## src/rtl/core/ledmode_pkg.sv

```systemverilog
// ----------------------------------------------------------------------------
// ledmode_pkg
// Shared widths, reset values, mode codes and register indexes for the
// two-LED blink / breathing driver.
// ----------------------------------------------------------------------------
package ledmode_pkg;

   localparam int MODE_W   = 3;
   localparam int RELOAD_W = 24;
   localparam int STEPS_W  = 16;
   localparam int COUNT_W  = RELOAD_W + 1;
   localparam int CSR_W    = RELOAD_W;
   localparam int CSR_IDX_W = 1;
   localparam int BIT_IDX_W = $clog2(STEPS_W);

   localparam int MODE_COUNT_DEFAULT = 5;

   localparam logic [RELOAD_W-1:0] BLINK_RELOAD_RST = RELOAD_W'(20000);
   localparam logic [STEPS_W-1:0]  BREATH_STEPS_RST = STEPS_W'(404);
   localparam logic [COUNT_W-1:0]  BLINK_COUNT_RST  = COUNT_W'(20000);

   // display modes
   localparam logic [MODE_W-1:0] MODE_OFF    = 3'd0;
   localparam logic [MODE_W-1:0] MODE_BREATH = 3'd1;
   localparam logic [MODE_W-1:0] MODE_BLINK  = 3'd2;
   localparam logic [MODE_W-1:0] MODE_BOTH   = 3'd3;
   localparam logic [MODE_W-1:0] MODE_ON     = 3'd4;

   // item kinds
   localparam logic KIND_TICK   = 1'b0;
   localparam logic KIND_BUTTON = 1'b1;

   // register indexes
   localparam logic [CSR_IDX_W-1:0] CSR_BLINK_RELOAD = 1'd0;
   localparam logic [CSR_IDX_W-1:0] CSR_BREATH_STEPS = 1'd1;

endpackage

```

## src/rtl/core/led_mode_blink_breathing_driver.sv

```systemverilog
// ----------------------------------------------------------------------------
// led_mode_blink_breathing_driver
// Five-mode driver for two active-low LEDs: off, breathing, blink, both
// effects, and on. Button transactions advance the mode, tick transactions
// step the effects.
// ----------------------------------------------------------------------------
//
//  channel | direction | handshake          | payload
//  --------+-----------+--------------------+-------------------------------
//  req     | in        | req_valid/req_stall| req_kind, req_pin_low
//  rsp     | out       | rsp_valid/rsp_stall| rsp_led_fire, rsp_led_thrust,
//          |           |                    | rsp_mode_now
//  csr     | in        | csr_write_enable   | csr_index, csr_data
//
// Cycles: one transaction per clock while req is not stalled. Each response
//   is registered in the output register, or in the skid while that holds
//   an untaken one; state update and response share one compare/increment stage.
// Stalls: a two-entry output (response register plus skid) means req_stall
//   never follows rsp_stall in the same cycle; req stalls while the skid
//   holds a response or a remainder pass runs.
// Writing breath_steps starts a remainder pass (one dividend bit a cycle)
//   that rebases the duty counter on the new period; req stalls until the
//   pass ends.
// Reset: synchronous, active high; clears mode, counters and both handshakes.
// ----------------------------------------------------------------------------
module led_mode_blink_breathing_driver
   import ledmode_pkg::*;
#(
   parameter int MODE_COUNT = MODE_COUNT_DEFAULT
) (
   input  logic                 clock,
   input  logic                 reset,
   // request channel
   input  logic                 req_valid,
   output logic                 req_stall,
   input  logic                 req_kind,
   input  logic                 req_pin_low,
   // response channel
   output logic                 rsp_valid,
   input  logic                 rsp_stall,
   output logic                 rsp_led_fire,
   output logic                 rsp_led_thrust,
   output logic [MODE_W-1:0]    rsp_mode_now,
   // configuration
   input  logic                 csr_write_enable,
   input  logic [CSR_IDX_W-1:0] csr_index,
   input  logic [CSR_W-1:0]     csr_data
);

   localparam logic [MODE_W-1:0] MODE_LAST = MODE_W'(MODE_COUNT - 1);

   // configuration registers
   logic [RELOAD_W-1:0] blink_reload_ff;
   logic [STEPS_W-1:0]  breath_steps_ff;

   // effect state
   logic [MODE_W-1:0]   display_mode_ff, display_mode_in;
   logic [COUNT_W-1:0]  blink_count_ff,  blink_count_in;
   logic                blink_level_ff,  blink_level_in;
   logic [STEPS_W-1:0]  duty_step_ff,    duty_step_in;
   logic [STEPS_W-1:0]  duty_red_ff,     duty_red_in;   // duty_step mod breath_steps
   logic [STEPS_W-1:0]  phase_index_ff,  phase_index_in;
   logic                rising_ff,       rising_in;
   logic                pin_one_ff,      pin_one_in;
   logic                pin_two_ff,      pin_two_in;

   // remainder pass
   logic                 busy_ff;
   logic [BIT_IDX_W-1:0] bit_ff;
   logic [STEPS_W-1:0]   rem_ff;
   logic [STEPS_W:0]     rem_shift;
   logic [STEPS_W:0]     rem_sub;

   // output register and skid
   logic                 rsp_valid_ff;
   logic                 fire_ff, thrust_ff;
   logic [MODE_W-1:0]    mode_out_ff;
   logic                 skid_valid_ff;
   logic                 skid_fire_ff, skid_thrust_ff;
   logic [MODE_W-1:0]    skid_mode_ff;

   logic accept, take;

   // breathing step intermediates
   logic                wrap;
   logic [STEPS_W:0]    red_inc;
   logic [STEPS_W-1:0]  duty_wrap;
   logic [STEPS_W-1:0]  duty_cur;
   logic [STEPS_W-1:0]  phase_cur;
   logic                rising_cur;
   logic                below;
   // blink step intermediates
   logic                blink_neg;
   logic [COUNT_W-1:0]  blink_base;

   assign req_stall = busy_ff | skid_valid_ff;
   assign accept    = req_valid & ~req_stall;
   assign take      = rsp_valid_ff & ~rsp_stall;

   // ---- effect steps -------------------------------------------------------
   assign blink_neg  = blink_count_ff[COUNT_W-1];
   assign blink_base = blink_neg ? {1'b0, blink_reload_ff} : blink_count_ff;

   assign wrap      = (phase_index_ff == breath_steps_ff);
   assign red_inc   = {1'b0, duty_red_ff} + (STEPS_W+1)'(1);
   // zero period or increment reaching the period both land on zero
   assign duty_wrap = ((breath_steps_ff == '0) || (red_inc == {1'b0, breath_steps_ff}))
                      ? '0 : red_inc[STEPS_W-1:0];
   assign duty_cur   = wrap ? duty_wrap : duty_step_ff;
   assign phase_cur  = wrap ? '0 : phase_index_ff;
   assign rising_cur = (wrap && (duty_wrap == '0)) ? ~rising_ff : rising_ff;
   assign below      = phase_cur < duty_cur;

   always_comb begin
      display_mode_in = display_mode_ff;
      blink_count_in  = blink_count_ff;
      blink_level_in  = blink_level_ff;
      duty_step_in    = duty_step_ff;
      duty_red_in     = duty_red_ff;
      phase_index_in  = phase_index_ff;
      rising_in       = rising_ff;
      pin_one_in      = pin_one_ff;
      pin_two_in      = pin_two_ff;

      if (req_kind == KIND_BUTTON) begin
         if (req_pin_low) begin
            display_mode_in = (display_mode_ff == MODE_LAST) ? MODE_OFF
                              : display_mode_ff + MODE_W'(1);
         end
      end else begin
         case (display_mode_ff)
            MODE_OFF: begin
               pin_one_in = 1'b1;
               pin_two_in = 1'b1;
            end
            MODE_BREATH, MODE_BLINK, MODE_BOTH: begin
               if (display_mode_ff == MODE_BREATH) begin
                  pin_one_in = 1'b1;
               end else begin
                  blink_count_in = blink_base - COUNT_W'(1);
                  if (blink_neg) begin
                     blink_level_in = ~blink_level_ff;
                     pin_one_in     = ~blink_level_ff;
                  end
               end
               if (display_mode_ff == MODE_BLINK) begin
                  pin_two_in = 1'b1;
               end else begin
                  duty_step_in   = duty_cur;
                  duty_red_in    = wrap ? duty_wrap : duty_red_ff;
                  rising_in      = rising_cur;
                  phase_index_in = phase_cur + STEPS_W'(1);
                  pin_two_in     = rising_cur ? ~below : below;
               end
            end
            MODE_ON: begin
               pin_one_in = 1'b0;
               pin_two_in = 1'b0;
            end
            default: begin
            end
         endcase
      end
   end

   // ---- remainder pass: duty_step mod breath_steps, MSB first -------------
   assign rem_shift = {rem_ff, duty_step_ff[bit_ff]};
   assign rem_sub   = rem_shift - {1'b0, breath_steps_ff};

   // ---- control and state --------------------------------------------------
   always_ff @(posedge clock) begin
      if (reset) begin
         blink_reload_ff <= BLINK_RELOAD_RST;
         breath_steps_ff <= BREATH_STEPS_RST;
         display_mode_ff <= MODE_OFF;
         blink_count_ff  <= BLINK_COUNT_RST;
         blink_level_ff  <= 1'b0;
         duty_step_ff    <= '0;
         duty_red_ff     <= '0;
         phase_index_ff  <= '0;
         rising_ff       <= 1'b1;
         pin_one_ff      <= 1'b1;
         pin_two_ff      <= 1'b1;
         busy_ff         <= 1'b0;
         bit_ff          <= '0;
         rsp_valid_ff    <= 1'b0;
         skid_valid_ff   <= 1'b0;
      end else begin
         if (csr_write_enable) begin
            case (csr_index)
               CSR_BLINK_RELOAD: blink_reload_ff <= csr_data[RELOAD_W-1:0];
               CSR_BREATH_STEPS: breath_steps_ff <= csr_data[STEPS_W-1:0];
               default: begin
               end
            endcase
         end

         // a blink_reload write leaves a running pass alone
         if (csr_write_enable && (csr_index == CSR_BREATH_STEPS)) begin
            busy_ff <= 1'b1;
            bit_ff  <= BIT_IDX_W'(STEPS_W - 1);
         end else if (busy_ff) begin
            bit_ff <= bit_ff - BIT_IDX_W'(1);
            if (bit_ff == '0) begin
               busy_ff     <= 1'b0;
               duty_red_ff <= rem_sub[STEPS_W] ? rem_shift[STEPS_W-1:0]
                                                : rem_sub[STEPS_W-1:0];
            end
         end

         if (accept) begin
            display_mode_ff <= display_mode_in;
            blink_count_ff  <= blink_count_in;
            blink_level_ff  <= blink_level_in;
            duty_step_ff    <= duty_step_in;
            duty_red_ff     <= duty_red_in;
            phase_index_ff  <= phase_index_in;
            rising_ff       <= rising_in;
            pin_one_ff      <= pin_one_in;
            pin_two_ff      <= pin_two_in;
         end

         if (skid_valid_ff) begin
            if (take) begin
               skid_valid_ff <= 1'b0;
            end
         end else if (accept) begin
            if (rsp_valid_ff && !take) begin
               skid_valid_ff <= 1'b1;
            end else begin
               rsp_valid_ff <= 1'b1;
            end
         end else if (take) begin
            rsp_valid_ff <= 1'b0;
         end
      end
   end

   // remainder accumulator and response payload: no reset needed
   always_ff @(posedge clock) begin
      if (csr_write_enable && (csr_index == CSR_BREATH_STEPS)) begin
         rem_ff <= '0;
      end else if (busy_ff) begin
         rem_ff <= rem_sub[STEPS_W] ? rem_shift[STEPS_W-1:0] : rem_sub[STEPS_W-1:0];
      end

      if (skid_valid_ff) begin
         if (take) begin
            fire_ff     <= skid_fire_ff;
            thrust_ff   <= skid_thrust_ff;
            mode_out_ff <= skid_mode_ff;
         end
      end else if (accept) begin
         if (rsp_valid_ff && !take) begin
            skid_fire_ff   <= pin_one_in;
            skid_thrust_ff <= pin_two_in;
            skid_mode_ff   <= display_mode_in;
         end else begin
            fire_ff     <= pin_one_in;
            thrust_ff   <= pin_two_in;
            mode_out_ff <= display_mode_in;
         end
      end
   end

   assign rsp_valid      = rsp_valid_ff;
   assign rsp_led_fire   = fire_ff;
   assign rsp_led_thrust = thrust_ff;
   assign rsp_mode_now   = mode_out_ff;

   // ---- assertions ---------------------------------------------------------
   a_skid_behind_out: assert property (@(posedge clock) disable iff (reset)
      skid_valid_ff |-> rsp_valid_ff)
      else $error("skid holds a response while the output register is empty");

   a_mode_range: assert property (@(posedge clock) disable iff (reset)
      display_mode_ff <= MODE_LAST)
      else $error("display mode beyond last mode");

   a_blink_floor: assert property (@(posedge clock) disable iff (reset)
      blink_count_ff[COUNT_W-1] |-> (blink_count_ff == '1))
      else $error("blink countdown went below -1");

   a_duty_reduced: assert property (@(posedge clock) disable iff (reset)
      (!busy_ff && (breath_steps_ff != '0)) |-> (duty_red_ff < breath_steps_ff))
      else $error("reduced duty not below period");

   a_no_accept_busy: assert property (@(posedge clock) disable iff (reset)
      busy_ff |=> $stable(duty_step_ff))
      else $error("duty step moved during remainder pass");

endmodule
```

## config.mk

```make
export PLATFORM = sky130hd
export DESIGN_NAME = led_mode_blink_breathing_driver
export DESIGN_NICKNAME = d
export VERILOG_FILES = /design/src/rtl/core/ledmode_pkg.sv /design/src/rtl/core/led_mode_blink_breathing_driver.sv
export SDC_FILE = /design/constraint.sdc
export NUM_CORES = 1
export LEC_CHECK = 0
export ABC_AREA = 1
export BUFFER_PORTS_ARGS = -buffer_cell sky130_fd_sc_hd__buf_2
export CORE_MARGIN = 4
export CORE_UTILIZATION = 45
export CTS_CLUSTER_SIZE = 25
export DETAILED_ROUTE_END_ITERATION = 12
export PLACE_DENSITY_LB_ADDON = 0.2
export RECOVER_POWER = 100
export SLEW_MARGIN = 5
export SYNTH_ARGS = -nofsm -noshare
export SYNTH_HDL_FRONTEND = slang
export SYNTH_SLANG_ARGS = --single-unit
```

## constraint.sdc

```tcl
create_clock -name clock -period 4.6 [get_ports clock]
set_input_delay 0.46 -clock clock [delete_from_list [all_inputs] [get_ports clock]]
set_output_delay 0.46 -clock clock [all_outputs]
set_load 0.05 [all_outputs]
```

==> results.json <==
{
  "status": "complete, but fails checks",
  "violations": "max-capacitance violations, max-slew violations",
  "grt_pass1_vias": 8592,
  "final_common_cell": "nand2_1",
  "nets": 1480,
  "netlist_instances": 1380,
  "place.gp.congestion": 0.961,
  "floorplan.initialDensity_pct": 45.9,
  "fin_tns_setup_ns": 0,
  "drt_wl_total_um": 27800,
  "max_freq_ghz": 0.239,
  "fin_crit_ns": 4.18,
  "tightest_slew_ns": 1.56,
  "netlist_area_sq_um": 9310,
  "clkSinkCount": 153,
  "cap_violations": 1,
  "clockBufferDepth": 2,
  "dp_slack_ns": 0.486,
  "critPathKind": "reg2reg",
  "grt-ovfl-total": 0,
  "synth_area_leaders": "dfxtp_1 (31%), nand2_1 (11%), o21ai_0 (8.2%), inv_1 (6.8%), a21oi_1 (6.6%)",
  "synth_fp_nets": 1453,
  "critPathMaxStageDelay_ns": 0.54,
  "drt_pre_antenna_iters": 6,
  "vias_per_cell": 5.41,
  "ios": 39,
  "grt_max_degree": 38,
  "crit_path_end_kind": "register",
  "layout_common_cells": "nand2_1 (283), inv_1 (170), o21ai_0 (154)",
  "required_ns": 4.97,
  "dp_hpwl_um": 21200,
  "coreArea_sq_um": 20300,
  "cellPowerDensity_nw_per_um2": 414,
  "grt_usage_pct": 24.0,
  "drc": 0,
  "cpLargestDelayFamily": "buffers and inverters",
  "synth_top_area_share_pct": 30.7,
  "r2r_start": "skid_valid_ff",
  "cts_root_buf": "clkbuf_16",
  "grt_antenna_before_repair": 0,
  "crit_arrival_ns": 4.55,
  "htreeDepth": 4,
  "cts_tree": "done",
  "n_antenna_cell": 0,
  "syn_avg_cell_area_sq_um": 6.75,
  "clock_latency_ns": 0.43,
  "drive_gt1_share_pct": 7.82,
  "ir_drop_v": 0.000451,
  "p_leak_nw": 4.64,
  "period_share_pct": 90.9,
  "whs_endpoint": "blink_reload_ff[17]",
  "skew_ns": 0.0104,
  "dr.first_iter.drc_count": 768,
  "wl_per_cell_um": 16.5,
  "numPortBuffers": 38,
  "setup_slack_ns": 0.418,
  "placed_cell_area_sq_um": 9820,
  "die_w_um": 152,
  "cts_made_buffers": 17,
  "num_rows": 52,
  "ys_types": 45,
  "finalSetupViolations": 0,
  "grt_pass1_wl_um": 45400,
  "rsz0062_at_grt": "false",
  "clkTransAtPathRegs_ns": 0.07,
  "hold_viol": 0,
  "crit_chain": "clkinvlp_2, nand3_2, buf_4, inv_1, nand2_1, nor3_2, inv_1, nor2_1, buf_4, inv_2, nand2_1, inv_2, a21oi_1, o21ai_0, a21oi_1",
  "start_kind": "register",
  "r2r-end": "duty_red_ff[11]",
  "seq_area_frac_synth_pct": 34.0,
  "ys.flop_type": "dfxtp_1",
  "slew_headroom_pct": -3.75,
  "die_h_um": 152,
  "reg2reg_depth": 15,
  "synth-edff-count": 10,
  "report.final.slew_viol_count": 38,
  "critPathMaxFanout": 32,
  "hold_path_startpoint": "csr_data[17]",
  "dieArea_sq_um": 23100,
  "antenna_left": 0,
  "crit_buf_inv": 7,
  "ys_warn_count": 0,
  "synth_top_area_cell": "dfxtp_1",
  "worstHoldPathCells": 3,
  "total_power_mw": 4.29,
  "critPathSlowestCell": "inv_1",
  "ys_ff_latch": 153,
  "area_growth_pct": 11.3,
  "finalInstanceArea_sq_um": 10400,
  "synthArstFlopShare_pct": 0,
  "rrSetupSlack_ns": 0.42,
  "vias": 9144,
  "hold_path.class": "in2reg"
}
sequential cells by signal, indices dropped and copies added (netlist names), 3 cells and up:
name,flops
rsp_mode_now,3
bit_ff,4
rem_ff,16
duty_red_ff,16
display_mode_ff,3
skid_mode_ff,3
duty_step_ff,16
blink_count_ff,25
blink_reload_ff,24
breath_steps_ff,16
phase_index_ff,16
area by class of cell:
cell class	count	area (sq um)
Inverter	174	657
Tap cell	270	338
Clock buffer	20	468
Fill cell	2131	9930
Timing Repair Buffer	57	317
Sequential cell	153	3160
Multi-Input combinational cell	1004	5290
Clock inverter	11	134
power breakdown:
group          switching, mW  internal [mW]  total, mW
sequential            0.0881           1.45       1.54
combinational          0.817          0.464       1.28
clock                  0.617          0.852       1.47
total                   1.52           2.77       4.29
Yosys cell counts (9+ instances only):
| cell | count |
|---|---|
| nand2_1 | 282 |
| inv_1 | 168 |
| o21ai_0 | 153 |
| nor2_1 | 149 |
| dfxtp_1 | 143 |
| a21oi_1 | 123 |
| nand3_1 | 67 |
| clkbuf_1 | 43 |
| ha_1 | 40 |
| xor2_1 | 30 |
| nor3_1 | 23 |
| or2_2 | 19 |
| mux2i_1 | 17 |
| o211ai_1 | 15 |
| nand4_1 | 13 |
| edfxtp_1 | 10 |
| o22ai_1 | 9 |
layer usage:
metal / wire length (um) / global-route usage, %
met5: 0 / 0
met4: 565 / 6.29
met3: 1720 / 3.98
met2: 12600 / 38.5
met1: 12900 / 33.8
cells by family after synthesis:
group                      after synthesis  synth area share [%]
adders and majority gates               41                  5.59
DFF                                    153                  34.0
and+or+nand+nor                        575                  26.4
buffers and inverters                  223                  9.05
AOI/OAI and AO/OA                      333                  19.3
muxes                                   17                  1.83
xor gates and xnor gates                38                  3.87
how the worst max path moves through the flow:
| stage | slack (ns) | from | endpoint | cells after the start |
|---|---|---|---|---|
| floorplan | 0.88 | bit_ff[0] | duty_red_ff[14] | 25 |
| global placement | 0.61 | bit_ff[0] | duty_red_ff[14] | 24 |
| detailed placement | 0.49 | bit_ff[0] | duty_red_ff[14] | 24 |
| CTS | 0.46 | bit_ff[0] | duty_red_ff[14] | 24 |
| global route | 0.05 | skid_valid_ff | duty_red_ff[11] | 15 |
| finish | 0.42 | skid_valid_ff | duty_red_ff[11] | 15 |
tightest hold or removal path, delay by kind of cell:
kind | cells | cell delay (ns)
AND/OR/NAND/NOR | 2 | 0.11
buffers and inverters | 1 | 0.07
what timing repair did:
| item | in CTS | in global routing |
|---|---|---|
| hold buffers | 0 | 0 |
| buffers inserted | 0 | 0 |
| setup endpoints to repair | 0 | 1 |
| gates resized for setup | 0 | 1 |
stage by stage:
step,utilization [%],hold slack [ns],std cells
floorplan,-,0.421,1380
global placement,48.4,0.433,1658
detailed placement,48.4,0.440,1658
CTS,51.3,0.242,1689
global route,51.1,0.259,1689
finish,51.1,0.250,1689
No activity file was read; power rests on OpenSTA's default activity.
